$ cat src/design/mrhd_pkg.sv
// ----------------------------------------------------------------------------
// mrhd_pkg
// Shared types and constants of the motor ramp and H-bridge drive block.
// ----------------------------------------------------------------------------
`default_nettype none

package mrhd_pkg;

  // Build-time sizing.
  localparam int MOTORS      = 2;
  localparam int PWM_PERIOD  = 1023;
  localparam int MirrorMotor = 1;
  localparam int MotorSelW   = (MOTORS > 1) ? $clog2(MOTORS) : 1;

  // Field widths.
  localparam int ReqW   = 2;
  localparam int IdxW   = 2;
  localparam int SpeedW = 11;
  localparam int CmpW   = 10;
  localparam int CfgW   = 10;
  localparam int WideW  = 13;

  // Configuration port geometry.
  localparam int NumRegs = 5;
  localparam int PaddrW  = $clog2(4 * NumRegs);
  localparam int PdataW  = 32;
  localparam int RegSelW = PaddrW - 2;

  // Compare value for a pin held constantly high.
  localparam logic [CmpW-1:0] PeriodCmp = CmpW'(PWM_PERIOD);

  // Register reset values.
  localparam logic [CfgW-1:0] SpeedLimitRst = CfgW'(1023);
  localparam logic [CfgW-1:0] DeadZoneRst   = CfgW'(400);
  localparam logic [CfgW-1:0] FastStepRst   = CfgW'(64);
  localparam logic [CfgW-1:0] SlowStepRst   = CfgW'(16);
  localparam logic [CfgW-1:0] DecelStepRst  = CfgW'(64);

  typedef enum logic [ReqW-1:0] {
    ReqRamp  = 2'd0,
    ReqSet   = 2'd1,
    ReqStop  = 2'd2,
    ReqBrake = 2'd3
  } req_type_e;

  typedef enum logic [RegSelW-1:0] {
    RegSpeedLimit = 3'd0,
    RegDeadZone   = 3'd1,
    RegFastStep   = 3'd2,
    RegSlowStep   = 3'd3,
    RegDecelStep  = 3'd4
  } reg_idx_e;

  typedef struct packed {
    logic [CfgW-1:0] speed_limit;
    logic [CfgW-1:0] dead_zone;
    logic [CfgW-1:0] fast_step;
    logic [CfgW-1:0] slow_step;
    logic [CfgW-1:0] decel_step;
  } cfg_t;

endpackage

`default_nettype wire

$ cat src/design/mrhd_req_if.sv
// ----------------------------------------------------------------------------
// mrhd_req_if
// Request channel: valid/ready handshake with one drive request per word.
// ----------------------------------------------------------------------------
`default_nettype none

interface mrhd_req_if;

  logic                          valid;
  logic                          ready;
  logic [mrhd_pkg::ReqW-1:0]     req_type;
  logic [mrhd_pkg::IdxW-1:0]     motor_index;
  logic signed [mrhd_pkg::SpeedW-1:0] target_speed;

  modport source (output valid, output req_type, output motor_index,
                  output target_speed, input ready);
  modport sink   (input valid, input req_type, input motor_index,
                  input target_speed, output ready);

endinterface

`default_nettype wire

$ cat src/design/mrhd_rsp_if.sv
// ----------------------------------------------------------------------------
// mrhd_rsp_if
// Result channel: valid/ready handshake with one drive result per word.
// ----------------------------------------------------------------------------
`default_nettype none

interface mrhd_rsp_if;

  logic                               valid;
  logic                               ready;
  logic [mrhd_pkg::IdxW-1:0]          motor_echo;
  logic [mrhd_pkg::CmpW-1:0]          fwd_compare;
  logic [mrhd_pkg::CmpW-1:0]          rev_compare;
  logic signed [mrhd_pkg::SpeedW-1:0] actual_speed;
  logic                               status;

  modport source (output valid, output motor_echo, output fwd_compare,
                  output rev_compare, output actual_speed, output status,
                  input ready);
  modport sink   (input valid, input motor_echo, input fwd_compare,
                  input rev_compare, input actual_speed, input status,
                  output ready);

endinterface

`default_nettype wire

$ cat src/design/motor_ramp_hbridge_drive_top.sv
// ----------------------------------------------------------------------------
// motor_ramp_hbridge_drive_top
// Per-motor speed ramp with H-bridge forward/reverse compare generation.
// ----------------------------------------------------------------------------
// Each request word names a motor and a signed target speed. The block
// accepts one request per clock while the result side is not stalled and
// returns exactly one result word per request, in order; each request passes
// through the input register and then the result register. The per-motor
// speed is read, updated and written back in the single cycle in which a
// request moves from the input register to the result register, so
// back-to-back requests to the same motor always see each other's updates.
// Motor 1 has mirrored wiring and its direction is inverted internally. A
// motor index at or above the motor count returns status 1 and changes
// nothing. Configuration registers (speed limit, dead zone, fast, slow and
// decel steps) sit at byte addresses 0, 4, 8, 12 and 16 and should only be
// written while no request is in flight.
// ----------------------------------------------------------------------------
`default_nettype none

module motor_ramp_hbridge_drive_top (
  input  logic                          clk_i,
  input  logic                          rst_ni,
  input  logic                          psel,
  input  logic                          penable,
  input  logic                          pwrite,
  input  logic [mrhd_pkg::PaddrW-1:0]   paddr,
  input  logic [mrhd_pkg::PdataW-1:0]   pwdata,
  output logic [mrhd_pkg::PdataW-1:0]   prdata,
  output logic                          pready,
  mrhd_req_if.sink                      req_i,
  mrhd_rsp_if.source                    rsp_o
);

  import mrhd_pkg::*;

  // Configuration registers.
  cfg_t cfg_q, cfg_d;

  // Input register.
  logic                     s1_valid_q, s1_valid_d;
  req_type_e                s1_req_q;
  logic [IdxW-1:0]          s1_idx_q;
  logic signed [SpeedW-1:0] s1_tgt_q;

  // Result register.
  logic                     out_valid_q, out_valid_d;
  logic [IdxW-1:0]          out_echo_q;
  logic [CmpW-1:0]          out_fwd_q, out_fwd_d;
  logic [CmpW-1:0]          out_rev_q, out_rev_d;
  logic signed [SpeedW-1:0] out_act_q, out_act_d;
  logic                     out_status_q, out_status_d;

  // Stored speed of each motor, in physical direction.
  logic signed [SpeedW-1:0] speed_q [MOTORS];

  // Handshake.
  logic out_free, s1_move, in_fire, cfg_wr;

  // Datapath.
  logic                     motor_ok, mirror, accel, brake;
  logic [MotorSelW-1:0]     sel;
  logic signed [WideW-1:0]  tgt_raw, tgt_dir, tgt_cl, lim_s, act_s;
  logic signed [WideW-1:0]  diff, step_s, new_sp, phys_neg;
  logic [WideW-1:0]         mag_tgt, mag_act, mag_new;
  logic [CfgW-1:0]          step;
  logic [CmpW-1:0]          cmp;
  logic signed [SpeedW-1:0] new_speed;

  // Configuration write and readback.
  assign pready = 1'b1;
  assign cfg_wr = psel && penable && pwrite;

  always_comb begin
    cfg_d = cfg_q;
    if (cfg_wr) begin
      unique case (reg_idx_e'(paddr[PaddrW-1:2]))
        RegSpeedLimit: cfg_d.speed_limit = pwdata[CfgW-1:0];
        RegDeadZone:   cfg_d.dead_zone   = pwdata[CfgW-1:0];
        RegFastStep:   cfg_d.fast_step   = pwdata[CfgW-1:0];
        RegSlowStep:   cfg_d.slow_step   = pwdata[CfgW-1:0];
        RegDecelStep:  cfg_d.decel_step  = pwdata[CfgW-1:0];
        default:       cfg_d = cfg_q;
      endcase
    end
  end

  always_comb begin
    unique case (reg_idx_e'(paddr[PaddrW-1:2]))
      RegSpeedLimit: prdata = PdataW'(cfg_q.speed_limit);
      RegDeadZone:   prdata = PdataW'(cfg_q.dead_zone);
      RegFastStep:   prdata = PdataW'(cfg_q.fast_step);
      RegSlowStep:   prdata = PdataW'(cfg_q.slow_step);
      RegDecelStep:  prdata = PdataW'(cfg_q.decel_step);
      default:       prdata = '0;
    endcase
  end

  // Two-register pipeline; the input register advances when the result
  // register is empty or being taken.
  assign out_free    = !out_valid_q || rsp_o.ready;
  assign s1_move     = s1_valid_q && out_free;
  assign req_i.ready = !s1_valid_q || s1_move;
  assign in_fire     = req_i.valid && req_i.ready;
  assign s1_valid_d  = in_fire || (s1_valid_q && !s1_move);
  assign out_valid_d = s1_move || (out_valid_q && !rsp_o.ready);

  // Motor selection and direction correction.
  assign motor_ok = int'(s1_idx_q) < MOTORS;
  assign mirror   = int'(s1_idx_q) == MirrorMotor;
  assign sel      = s1_idx_q[MotorSelW-1:0];

  // Target clamp to the speed limit.
  always_comb begin
    tgt_raw = WideW'(s1_tgt_q);
    tgt_dir = mirror ? -tgt_raw : tgt_raw;
    lim_s   = signed'(WideW'(cfg_q.speed_limit));
    if (tgt_dir > lim_s) begin
      tgt_cl = lim_s;
    end else if (tgt_dir < -lim_s) begin
      tgt_cl = -lim_s;
    end else begin
      tgt_cl = tgt_dir;
    end
  end

  // Ramp step choice and the new speed.
  always_comb begin
    act_s   = WideW'(speed_q[sel]);
    mag_tgt = unsigned'((tgt_cl < 0) ? -tgt_cl : tgt_cl);
    mag_act = unsigned'((act_s < 0) ? -act_s : act_s);
    accel   = mag_tgt > mag_act;
    if (accel) begin
      step = (mag_act < WideW'(cfg_q.dead_zone)) ? cfg_q.fast_step : cfg_q.slow_step;
    end else begin
      step = cfg_q.decel_step;
    end
    step_s = signed'(WideW'(step));
    diff   = tgt_cl - act_s;
    if (diff > step_s) begin
      diff = step_s;
    end else if (diff < -step_s) begin
      diff = -step_s;
    end
    brake = 1'b0;
    unique case (s1_req_q)
      ReqRamp:  new_sp = act_s + diff;
      ReqSet:   new_sp = tgt_cl;
      ReqStop:  new_sp = '0;
      ReqBrake: begin
        new_sp = '0;
        brake  = 1'b1;
      end
      default:  new_sp = '0;
    endcase
    new_speed = SpeedW'(new_sp);
  end

  // Compare values and result fields.
  always_comb begin
    mag_new  = unsigned'((new_sp < 0) ? -new_sp : new_sp);
    cmp      = (32'(mag_new) > PWM_PERIOD) ? PeriodCmp : CmpW'(mag_new);
    phys_neg = -new_sp;
    out_status_d = !motor_ok;
    if (!motor_ok) begin
      out_fwd_d = '0;
      out_rev_d = '0;
      out_act_d = '0;
    end else begin
      if (brake) begin
        out_fwd_d = PeriodCmp;
        out_rev_d = PeriodCmp;
      end else if (new_sp > 0) begin
        out_fwd_d = cmp;
        out_rev_d = '0;
      end else if (new_sp < 0) begin
        out_fwd_d = '0;
        out_rev_d = cmp;
      end else begin
        out_fwd_d = '0;
        out_rev_d = '0;
      end
      out_act_d = mirror ? SpeedW'(phys_neg) : new_speed;
    end
  end

  // Control state and stored speeds.
  always_ff @(posedge clk_i or negedge rst_ni) begin
    if (!rst_ni) begin
      cfg_q.speed_limit <= SpeedLimitRst;
      cfg_q.dead_zone   <= DeadZoneRst;
      cfg_q.fast_step   <= FastStepRst;
      cfg_q.slow_step   <= SlowStepRst;
      cfg_q.decel_step  <= DecelStepRst;
      s1_valid_q        <= 1'b0;
      out_valid_q       <= 1'b0;
      for (int k = 0; k < MOTORS; k++) begin
        speed_q[k] <= '0;
      end
    end else begin
      cfg_q       <= cfg_d;
      s1_valid_q  <= s1_valid_d;
      out_valid_q <= out_valid_d;
      if (s1_move && motor_ok) begin
        speed_q[sel] <= new_speed;
      end
    end
  end

  // Payload registers.
  always_ff @(posedge clk_i) begin
    if (in_fire) begin
      s1_req_q <= req_type_e'(req_i.req_type);
      s1_idx_q <= req_i.motor_index;
      s1_tgt_q <= req_i.target_speed;
    end
    if (s1_move) begin
      out_echo_q   <= s1_idx_q;
      out_fwd_q    <= out_fwd_d;
      out_rev_q    <= out_rev_d;
      out_act_q    <= out_act_d;
      out_status_q <= out_status_d;
    end
  end

  // Result channel.
  assign rsp_o.valid        = out_valid_q;
  assign rsp_o.motor_echo   = out_echo_q;
  assign rsp_o.fwd_compare  = out_fwd_q;
  assign rsp_o.rev_compare  = out_rev_q;
  assign rsp_o.actual_speed = out_act_q;
  assign rsp_o.status       = out_status_q;

endmodule

`default_nettype wire

$ cat src/flat_wrapper.sv
// flat-port wrapper written by rule: the top's interface ports become plain ports
module motor_ramp_hbridge_drive_top_flat import mrhd_pkg::*;
  (clk_i, rst_ni, psel, penable, pwrite, paddr, pwdata, prdata, pready, req_i_valid, req_i_req_type, req_i_motor_index, req_i_target_speed, req_i_ready, rsp_o_valid, rsp_o_motor_echo, rsp_o_fwd_compare, rsp_o_rev_compare, rsp_o_actual_speed, rsp_o_status, rsp_o_ready);
  mrhd_req_if req_i_i ();
  mrhd_rsp_if rsp_o_i ();
  input  logic clk_i;
  input  logic rst_ni;
  input  logic psel;
  input  logic penable;
  input  logic pwrite;
  input  logic [mrhd_pkg::PaddrW-1:0] paddr;
  input  logic [mrhd_pkg::PdataW-1:0] pwdata;
  output logic [mrhd_pkg::PdataW-1:0] prdata;
  output logic pready;
  input wire logic [$bits(req_i_i.valid)-1:0] req_i_valid;
  input wire logic [$bits(req_i_i.req_type)-1:0] req_i_req_type;
  input wire logic [$bits(req_i_i.motor_index)-1:0] req_i_motor_index;
  input wire logic [$bits(req_i_i.target_speed)-1:0] req_i_target_speed;
  output wire logic [$bits(req_i_i.ready)-1:0] req_i_ready;
  output wire logic [$bits(rsp_o_i.valid)-1:0] rsp_o_valid;
  output wire logic [$bits(rsp_o_i.motor_echo)-1:0] rsp_o_motor_echo;
  output wire logic [$bits(rsp_o_i.fwd_compare)-1:0] rsp_o_fwd_compare;
  output wire logic [$bits(rsp_o_i.rev_compare)-1:0] rsp_o_rev_compare;
  output wire logic [$bits(rsp_o_i.actual_speed)-1:0] rsp_o_actual_speed;
  output wire logic [$bits(rsp_o_i.status)-1:0] rsp_o_status;
  input wire logic [$bits(rsp_o_i.ready)-1:0] rsp_o_ready;
  assign req_i_i.valid = req_i_valid;
  assign req_i_i.req_type = req_i_req_type;
  assign req_i_i.motor_index = req_i_motor_index;
  assign req_i_i.target_speed = req_i_target_speed;
  assign req_i_ready = req_i_i.ready;
  assign rsp_o_valid = rsp_o_i.valid;
  assign rsp_o_motor_echo = rsp_o_i.motor_echo;
  assign rsp_o_fwd_compare = rsp_o_i.fwd_compare;
  assign rsp_o_rev_compare = rsp_o_i.rev_compare;
  assign rsp_o_actual_speed = rsp_o_i.actual_speed;
  assign rsp_o_status = rsp_o_i.status;
  assign rsp_o_i.ready = rsp_o_ready;
  motor_ramp_hbridge_drive_top u_core (.clk_i(clk_i), .rst_ni(rst_ni), .psel(psel), .penable(penable), .pwrite(pwrite), .paddr(paddr), .pwdata(pwdata), .prdata(prdata), .pready(pready), .req_i(req_i_i), .rsp_o(rsp_o_i));
endmodule
$ cat config.mk
export PLATFORM = sky130hd
export DESIGN_NAME = motor_ramp_hbridge_drive_top_flat
export DESIGN_NICKNAME = d
export VERILOG_FILES = /design/src/design/mrhd_pkg.sv /design/src/design/mrhd_req_if.sv /design/src/design/mrhd_rsp_if.sv /design/src/design/motor_ramp_hbridge_drive_top.sv /design/src/flat_wrapper.sv
export SDC_FILE = /design/constraint.sdc
export NUM_CORES = 1
export LEC_CHECK = 0
export ABC_AREA = 1
export BUFFER_PORTS_ARGS = -buffer_cell sky130_fd_sc_hd__buf_2
export CAP_MARGIN = 20
export CORE_MARGIN = 5
export CORE_UTILIZATION = 59
export CTS_BUF_LIST = sky130_fd_sc_hd__clkbuf_4
export CTS_CLUSTER_DIAMETER = 40
export DETAILED_ROUTE_END_ITERATION = 7
export MAX_ROUTING_LAYER = met4
export PLACE_DENSITY = 0.86
export SYNTH_ARGS = -nofsm -noshare
export SYNTH_HDL_FRONTEND = slang
export SYNTH_SLANG_ARGS = --single-unit
$ cat constraint.sdc
create_clock -name clk_i -period 26.4 [get_ports clk_i]
set_clock_uncertainty 0.2 [all_clocks]
set_input_delay 5.28 -clock clk_i [delete_from_list [all_inputs] [get_ports clk_i]]
set_output_delay 5.28 -clock clk_i [all_outputs]
set_load 0.02 [all_outputs]
# ---- Yosys cells after proc, flatten, opt, wreduce, memory -nomap -nowiden
# Cells that the tools add are included.
dict set report word_totals {
  ff_bits 123
  mem_count 0
  latchBits 0
  output_inout_bits 69
  input_bits 59
  mem_bits_ro 0
  ram_bits 0
}
dict set report classes {
  multipliers 0
  bitwise 1
  eq_ne 8
  reduce_logical 25
  add_sub_neg 8
  n_lt_le_gt_ge 14
  div 0
  shifts 0
  n_mux 26
}
# op n
set op_table {}
lappend op_table {{2-to-1 mux 13 bit} 8}
lappend op_table {{2-to-1 mux 10 bit} 8}
lappend op_table {{2-to-1 mux 11 bit} 5}
lappend op_table {{one-hot mux 10 bit (5 select lines)} 1}
lappend op_table {{one-hot mux 13 bit (3 select lines)} 1}
lappend op_table {{greater-than comparator 13 x 11 -> 1 bit} 2}
lappend op_table {{< comparator 13 x 1 -> 1 bit, second input constant} 2}
lappend op_table {{< comparator 13 bit} 2}
lappend op_table {{negation 10 -> 13 bit} 2}
lappend op_table {{negation 11 -> 13 bit} 2}
lappend op_table {{negation 13 bit} 2}
lappend op_table {{bitwise mux 22 bit} 1}
lappend op_table {{adder 11 x 13 -> 13 bit} 1}
lappend op_table {{greater-than comparator 13 x 1 -> 1 bit, second input constant} 1}
lappend op_table {{greater-than comparator 13 x 10 -> 1 bit, second input constant} 1}
lappend op_table {{greater-than comparator 13 bit} 1}
lappend op_table {{< comparator 13 x 10 -> 1 bit} 1}
lappend op_table {{subtractor 13 x 11 -> 13 bit} 1}
lappend op_table {{demux 11 bit (select 1 bit)} 1}
lappend op_table {{< comparator 11 x 1 -> 1 bit, second input constant} 1}
lappend op_table {{AND reduction 2 bit} 5}
lappend op_table {{logical AND 1 bit} 8}
lappend op_table {{== test 2 bit, second input constant} 3}
lappend op_table {{== test 3 x 2 -> 1 bit, second input constant} 2}
lappend op_table {{other kinds (13)} 20}

# ---- Depth between registers and ports, before layout
# Gate-level depths: netlist (run 1).
dict set report logic_depth {
  word_depth 22
  ltp_mapped 83
  ltp_nobuf 81
}

# ---- Worst setup path after synthesis (run 1)
# No wires, ideal clock.
dict set report synth_path {
  path_type {input -> output}
  start {input paddr[3] (netlist name)}
  end {output prdata[2] (netlist name)}
  arrival_ns 6.435
  stages 6
  n_path_buf 0
  required_time_ns 20.920
  setup_slack_ns 14.485
  cell_sequence {inv_1 > nor3_1 > inv_1 > o21ai_0 > a221oi_1 > o21ai_0}
}
dict set report synth_between {
  elab_chain_len 2
  word_cells_on_any_way 6
  classes_between {4 x eq/ne; 1 x mux; 1 x reduce/logical}
}
# item line_no
set synth_lines {}
lappend synth_lines {{start, declared} flat_wrapper.sv:11} ;# input logic [mrhd_pkg::PaddrW-1:0] paddr;
lappend synth_lines {{== test 3 bit, or another cell as far along} motor_ramp_hbridge_drive_top.sv:88} ;# unique case (reg_idx_e'(paddr[PaddrW-1:2]))
lappend synth_lines {{one-hot mux 10 bit (5 select lines) *} motor_ramp_hbridge_drive_top.sv:88}
lappend synth_lines {{end, declared} flat_wrapper.sv:13} ;# output logic [mrhd_pkg::PdataW-1:0] prdata;
# Every way passes the cells marked *; elsewhere a longest branch is shown, timed or not.

# ---- Final worst setup path (run 1)
dict set report layout_path {
  start {register u_core.s1_idx_q[0]}
  end {register u_core.out_fwd_q[3] (netlist: u_core.rsp_o.fwd_compare[3]) (data pin)}
}
dict set report layout_between {
  elab_chain_len 21
  word_cells_on_any_way 37
  classes_between {6 x add/sub; 12 x order compare; 1 x eq/ne; 17 x mux; 1 x bitwise}
}
# item line_no
set layout_lines {}
lappend layout_lines {{start, declared} motor_ramp_hbridge_drive_top.sv:42} ;# logic [IdxW-1:0] s1_idx_q;
lappend layout_lines {{start signal, assigned} motor_ramp_hbridge_drive_top.sv:213} ;# s1_idx_q <= req_i.motor_index;
lappend layout_lines {{== test 2 bit or inverter 1 -> 2 bit (tied branches)} {motor_ramp_hbridge_drive_top.sv:109, motor_ramp_hbridge_drive_top.sv:128}}
lappend layout_lines {{2-to-1 mux 13 bit or 2-to-1 mux 11 bit (tied branches)} {motor_ramp_hbridge_drive_top.sv:115, motor_ramp_hbridge_drive_top.sv:128}}
lappend layout_lines {{< comparator 13 bit or 2-to-1 mux 11 bit (tied branches)} {motor_ramp_hbridge_drive_top.sv:119, motor_ramp_hbridge_drive_top.sv:128}}
lappend layout_lines {{2-to-1 mux 13 bit or 2-to-1 mux 11 bit (tied branches)} {motor_ramp_hbridge_drive_top.sv:119, motor_ramp_hbridge_drive_top.sv:128}}
lappend layout_lines {{2-to-1 mux 13 bit, or another cell as far along} motor_ramp_hbridge_drive_top.sv:117} ;# if (tgt_dir > lim_s) begin
lappend layout_lines {{negation 13 bit, or another cell as far along} motor_ramp_hbridge_drive_top.sv:129} ;# mag_tgt = unsigned'((tgt_cl < 0) ? -tgt_cl : tgt_cl);
lappend layout_lines {{2-to-1 mux 13 bit or < comparator 13 x 10 -> 1 bit (tied branches)} {motor_ramp_hbridge_drive_top.sv:129, motor_ramp_hbridge_drive_top.sv:133}}
lappend layout_lines {{greater-than comparator 13 bit or 2-to-1 mux 10 bit (tied branches)} {motor_ramp_hbridge_drive_top.sv:131, motor_ramp_hbridge_drive_top.sv:133}}
lappend layout_lines {{[... 5 more ...]} -}
lappend layout_lines {{adder 11 x 13 -> 13 bit} motor_ramp_hbridge_drive_top.sv:146} ;# ReqRamp: new_sp = act_s + diff;
lappend layout_lines {{one-hot mux 13 bit (3 select lines)} motor_ramp_hbridge_drive_top.sv:145} ;# unique case (s1_req_q)
lappend layout_lines {{negation 13 bit or < comparator 13 x 1 -> 1 bit (tied branches)} motor_ramp_hbridge_drive_top.sv:160} ;# mag_new = unsigned'((new_sp < 0) ? -new_sp : new_sp);
lappend layout_lines {{2-to-1 mux 13 bit} motor_ramp_hbridge_drive_top.sv:160}
lappend layout_lines {{greater-than comparator 13 x 10 -> 1 bit} motor_ramp_hbridge_drive_top.sv:161} ;# cmp = (32'(mag_new) > PWM_PERIOD) ? PeriodCmp : CmpW'(mag_new);
lappend layout_lines {{2-to-1 mux 10 bit} motor_ramp_hbridge_drive_top.sv:161}
lappend layout_lines {{2-to-1 mux 10 bit} motor_ramp_hbridge_drive_top.sv:172} ;# end else if (new_sp > 0) begin
lappend layout_lines {{2-to-1 mux 10 bit} motor_ramp_hbridge_drive_top.sv:169} ;# if (brake) begin
lappend layout_lines {{end signal, assigned} motor_ramp_hbridge_drive_top.sv:218} ;# out_fwd_q <= out_fwd_d;
lappend layout_lines {{end, declared} motor_ramp_hbridge_drive_top.sv:48} ;# logic [CmpW-1:0] out_fwd_q, out_fwd_d;
# Several ways; a longest one is shown, not always the timed one. The select of a mux whose other input is x is not followed.
# A chain may end at the register's enable or synchronous reset.

==> out/results.ini, run 1 <==
[clocking]
clock-sinks=122
clkTransAtPathRegs_ns=0.12
post-cts-setup-buffers=0
cts_resized=0
cts_hold_buffers=0
clockBufferDepth=2
cts_max_level=4
clock_latency_ns=0.57
root_buffer=clkbuf_4
cts_buffers=17
cts_tree=yes

[timing]
fin_crit_sh_pct=50.3
tns_ns=0
setup_viol_count_final=0
max_freq_mhz=75.3
worst_slew_pin_slew_ns=1.08
drv_slew=0
grt_setup_unrepaired=no
final_hold_viol_count=0
max_slew_margin_pct=27.4
min_period_ns=13.29

[grt]
grt_antenna_before_repair=1
grt_use_met2_pct=42.7
grt_pass1_wl_microns=45200
grt_use_met1_pct=34.0
grt_util_met3_pct=3.46
grt_max_degree=75
overflow=0
grt_usage_pct=26.3
grt_pass1_vias=9423
top_usage_layer=met2

[setup_path]
critPathMaxStageDelay_ns=0.90
reg2reg_to=u_core.rsp_o.fwd_compare[3]
cp_common_cell=nand2_1
rr_startpoint=u_core.s1_idx_q[0]
worst_path_max_delay_cell=edfxtp_1
crit_fanout=25
worstPathArrival_ns=13.36
r2r_cells=74
worstPathRequired_ns=26.47
endpoint_kind=register
startpoint_type=register
path_class=reg2reg
r2r_setup_slack_ns=13.11

[logic_synthesis]
yosysWarningCount=0
netlist_top_cells_area=nand2_1 (14%), dfrtp_1 (13%), edfxtp_1 (13%), ha_1 (11%), inv_1 (6.7%)
synth_flop_cell=dfrtp_1
netlist_instances=1470
yosysMostFrequentCell=nand2_1
synth_edf_count=48
yosysTopAreaCellShare_pct=13.7
async_flop_share_pct=60.7
syn-cell-area_sq_um=10800
synth_top_cell_by_area=nand2_1
yosysUniqueCellTypes=56
syn_area_per_cell_sq_um=7.33
yosys-top-cells-count=nand2_1 (394), inv_1 (193), o21ai_0 (121)
ys_seq_area_share_pct=30.8
ys_ff_latch=122

[detailed_routing]
dr.pass1.iters=6
vias=10007
drt_iter0_markers=877
post_drt_wl_per_cell_microns=15.4
route.detailed.drc=0
drt_wl_total_microns=27500
ant_nets=0
viasPerCell=5.61

[final_layout]
final_layout_size_suffix_gt1_share_pct=15.4
final_nets=1695
areaGrowthSynthToFinish_pct=6.77

[worst_hold_path]
holdPathEnd=u_core.speed_q[14]
holdPathStages=2
hold_path.class=reg2reg
min-delay-start=u_core.speed_q[14]

[floorplanning]
die_w_microns=145
std_cell_rows=49
initial_core_util_pct=59.9
io_pins=128
die-area_sq_um=21100
coreArea_sq_um=18000
fp.dieH_microns=145

[run]
maxCapViolCount=0

[placed_design]
port-buffer-count=80
gp_congestion=0.954
hpwl_microns=21500

[status]
outcome=completed

worst max-delay path, delay by kind of cell (launching register included):
family	cells	cell delay [ns]
AOI/OAI and AO/OA	13	2.52
xor gates and xnor gates	5	1.23
adders and majority gates	5	1.42
buffers and inverters	10	1.68
DFF	1	0.90
and+or+nand+nor	41	5.02
cells in the final DEF (no fill, tap or decap), drive strengths merged, types with 5 or more instances in the layout:
| master | count |
|---|---|
| nand2 | 440 |
| inv | 208 |
| o21ai | 135 |
| nor2 | 95 |
| ha | 93 |
| buf | 87 |
| a21oi | 86 |
| nand3 | 78 |
| dfrtp | 58 |
| edfxtp | 48 |
| xor2 | 46 |
| conb | 26 |
| nor3 | 25 |
| nand4 | 18 |
| clkbuf | 17 |
| dfstp | 16 |
| o22ai | 12 |
| a221oi | 11 |
| clkinv | 7 |
| or2 | 6 |
| xnor2 | 5 |
worst max-delay path by stage:
stage,start,endpoint,slack (ns)
after global placement,u_core.s1_idx_q[0],u_core.rsp_o.fwd_compare[7],13.83
after global routing,u_core.s1_idx_q[0],u_core.rsp_o.fwd_compare[3],11.99
after floorplan,paddr[3],prdata[2],14.49
after detailed placement,u_core.s1_idx_q[0],u_core.rsp_o.fwd_compare[6],13.53
after CTS,u_core.s1_idx_q[0],u_core.rsp_o.fwd_compare[3],13.47
final,u_core.s1_idx_q[0],u_core.rsp_o.fwd_compare[3],13.11
flip-flops by register name, summed over array words and instances (netlist names):
| register | flops |
|---|---|
| u_core.cfg_q | 50 |
| u_core.speed_q | 22 |
| u_core.rsp_o.actual_speed | 11 |
| u_core.s1_tgt_q | 11 |
| u_core.rsp_o.fwd_compare | 10 |
| u_core.rsp_o.rev_compare | 10 |
| u_core.s1_idx_q | 2 |
| u_core.s1_req_q | 2 |
| u_core.rsp_o.motor_echo | 1 |
| u_core.rsp_o.status | 1 |
| u_core.rsp_o.valid | 1 |
| u_core.s1_valid_q | 1 |
final cells by class:
cell class	count	area, sq um
Antenna cell	1	2.50
Clock buffer	17	128
Clock inverter	15	129
Fill cell	1587	6470
Inverter	202	761
Multi-Input combinational cell	1111	6410
Sequential cell	122	3310
Tap cell	229	287
Timing Repair Buffer	87	470
kinds of logic (layout without fill, tap and decap cells):
| kind of cell | count (synthesis) | count (layout) | share of synthesized area, % |
|---|---|---|---|
| AO/OA/AOI/OAI | 267 | 267 | 14.3 |
| XOR/XNOR | 51 | 51 | 4.15 |
| adder cells (fa/ha/maj) | 95 | 95 | 11.2 |
| buffers and inverters | 261 | 321 | 10.6 |
| flip-flops | 122 | 122 | 30.8 |
| other | 2 | 27 | 0.0697 |
| AND/OR/NAND/NOR | 672 | 672 | 28.9 |
metrics by stage:
step,util [%],cells,setup slack (ns),hold slack (ns),area (sq um)
final,64.0,1784,13.11,0.300,11500
after global routing,64.0,1784,11.99,0.321,11500
after CTS,63.8,1781,13.47,0.303,11500
after detailed placement,62.4,1749,13.53,0.273,11200
after global placement,62.4,1749,13.83,0.266,11200
after floorplan,-,1494,14.49,0.246,10900
per-layer routing:
metal  vias up  share of wire (%)
li1       4958                  -
met1      4610                 43
met2       381                 48
met3        58                6.9
met4         0                2.3
met5         -                  0
Power of run 1 is left out: the tool's default activity adds up to more than one toggle a clock period on the data nets, which glitch-free logic cannot reach.
==> inputs of run 2 (changes only) <==
--- a/config.mk
+++ b/config.mk
@@ -5,7 +5,7 @@
 export SDC_FILE = /design/constraint.sdc
 export NUM_CORES = 1
 export LEC_CHECK = 0
-export ABC_AREA = 1
+export ABC_AREA = 0
 export BUFFER_PORTS_ARGS = -buffer_cell sky130_fd_sc_hd__buf_2
 export CAP_MARGIN = 20
 export CORE_MARGIN = 5
==> constraint.sdc (replaced) <==
create_clock -name clk_i -period 12.8 [get_ports clk_i]
set_clock_uncertainty 0.2 [all_clocks]
set_input_delay 2.56 -clock clk_i [delete_from_list [all_inputs] [get_ports clk_i]]
set_output_delay 2.56 -clock clk_i [all_outputs]
set_load 0.02 [all_outputs]
==> out/results.ini, run 2 <==
[status]
outcome=completed

[clocking]
cts_max_level=4
cts_buffers=17
clockBufferDepth=2
clock_latency_ns=0.57
cts_tree=yes
clock-sinks=122
clkTransAtPathRegs_ns=0.13
root_buffer=clkbuf_4

[floorplanning]
fp.dieH_microns=143
coreArea_sq_um=17400
std_cell_rows=48
initial_core_util_pct=60.4
io_pins=128
die_w_microns=143
die-area_sq_um=20500

[logic_synthesis]
yosysMostFrequentCell=nor2_1
syn-cell-area_sq_um=10500
ys_seq_area_share_pct=31.6
yosysUniqueCellTypes=80
syn_area_per_cell_sq_um=8.86
synth_flop_cell=dfrtp_1
yosysTopAreaCellShare_pct=13.8
synth_edf_count=48
netlist_instances=1184
ys_ff_latch=122
synth_top_cell_by_area=dfrtp_1
yosys-top-cells-count=nor2_1 (104), nand2_1 (97), ha_1 (93)
yosysWarningCount=0
netlist_top_cells_area=dfrtp_1 (14%), edfxtp_1 (14%), ha_1 (11%), mux2_2 (5.7%), a21oi_1 (4.3%)
async_flop_share_pct=60.7

[final_layout]
final_common_cell=nor2_1
largest_reg_flops=50
top_register=u_core.cfg_q
final_nets=1436
areaGrowthSynthToFinish_pct=10.5
final_layout_size_suffix_gt1_share_pct=20.3
reg.largest.list=u_core.cfg_q: 50 flops, u_core.speed_q: 22 flops
mostFrequentLayoutCells=nor2_1 (103), nand2_1 (97), ha_1 (93)

[timing]
drv_slew=0
max_freq_mhz=83.1
setup_viol_count_final=0
min_period_ns=12.03
worst_slew_pin_slew_ns=1.05
final_hold_viol_count=0
max_slew_margin_pct=29.5
fin_crit_sh_pct=94.0
hold_ws_ns=0.300

[setup_path]
path_class=reg2reg
worst-path-buf-inv=6
cp_common_cell=ha_1
cp_top_family=compound AO/OA/AOI/OAI gates
crit_fanout=13
worstPathArrival_ns=12.13
critPathMaxStageDelay_ns=0.53
worstPathRequired_ns=12.90
worst_path_max_delay_cell=or4_1
startpoint_type=register
r2r_setup_slack_ns=0.77
endpoint_kind=register

[grt]
grt_usage_pct=28.8
overflow=0
grt_antenna_before_repair=2
grt_max_degree=75
grt_pass1_wl_microns=45500
grt_pass1_vias=8938

[placed_design]
port-buffer-count=80
hpwl_microns=22100
gp_congestion=0.938

[worst_hold_path]
hold_path.class=reg2reg

[detailed_routing]
dr.pass1.iters=5
vias=9482
post_drt_wl_per_cell_microns=18.8
route.detailed.drc=0
ant_nets=0
drt_wl_total_microns=28600
drt_iter0_markers=795
viasPerCell=6.23

[run]
maxCapViolCount=0

[run 2: cell count changes in the layout (fill, tap and decap cells not counted), moves of 31 or more]
| cell | before | now |
|---|---|---|
| o21ai_0 | 121 | 55 |
| nand2_1 | 394 | 97 |
| buf_4 | 5 | 37 |
| mux2i_1 | 0 | 32 |
| mux2_2 | 0 | 53 |
| nand3_1 | 62 | 17 |
| inv_1 | 193 | 74 |
| xnor2_1 | 5 | 47 |
| nand2_2 | 31 | 0 |
[run 2: metrics by stage]
stage / utilization, % / TNS [ns] / cells / setup slack, ns / cell area (sq um)
floorplan: - / 0 / 1208 / 0.704 / 10600
global placement: 64.2 / 0 / 1478 / 0.383 / 11100
detailed placement: 64.2 / 0 / 1478 / 0.151 / 11100
CTS: 65.9 / 0 / 1510 / 0.113 / 11400
global route: 66.8 / -0.159 / 1522 / -0.0548 / 11600
finish: 66.8 / 0 / 1522 / 0.773 / 11600
[run 2: what timing repair did]
item                                    in CTS  in global routing
gates resized for setup                      0                 17
endpoints found under the setup margin       0                 23
hold buffers                                 0                  0
buffers inserted                             0                 10
[run 2: path summary, 6_finish.rpt]
path | startpoint | endpoint | depth (start not counted)
worst max-delay path | u_core.s1_tgt_q[3] | u_core.rsp_o.rev_compare[1] | 50
worst min-delay path | u_core.speed_q[0] | u_core.speed_q[0] | 2
worst max register to register | u_core.s1_tgt_q[3] | u_core.rsp_o.rev_compare[1] | 50
worst min register to register | u_core.speed_q[0] | u_core.speed_q[0] | 2
max in group asynchronous | rst_ni | u_core.cfg_q[1] | 2
min in group asynchronous | rst_ni | u_core.cfg_q[22] | 2
[run 2: final cells by class]
type,count,area (sq um)
Antenna cell,2,5.00
Clock buffer,17,128
Clock inverter,15,169
Fill cell,1414,5770
Inverter,75,282
Multi-Input combinational cell,947,6710
Sequential cell,122,3310
Tap cell,225,282
Timing Repair Buffer,119,701
[run 2: layer usage]
metal	share of wire (%)	wire (microns)	GRT usage, %	vias to the layer above
met5	0	0	-	-
met4	3.4	967	9.81	0
met3	7.6	2180	5.92	78
met2	48	13600	45.4	389
met1	41	11800	37.4	4544
li1	-	-	-	4471
[run 2: kinds of logic (layout without fill, tap and decap cells)]
logic type	Yosys count	count (layout)	synth area share, %
xor gates and xnor gates	75	75	6.26
muxes	87	87	9.02
other	2	28	0.0716
adders and majority gates	95	95	11.5
and+or+nand+nor	354	354	16.5
AOI/OAI and AO/OA	310	310	19.0
buffers and inverters	139	226	6.09
DFF	122	122	31.6
[run 2: worst reg2reg max path: cells and delay by family (launching register included)]
kind / cells / cell delay, ns
muxes: 2 / 0.55
and+or+nand+nor: 15 / 3.30
buffers and inverters: 6 / 0.78
adders and majority gates: 6 / 1.63
AOI/OAI and AO/OA: 19 / 4.23
xor gates and xnor gates: 2 / 0.59
DFF: 1 / 0.49
Power of run 2 is left out for the same reason.
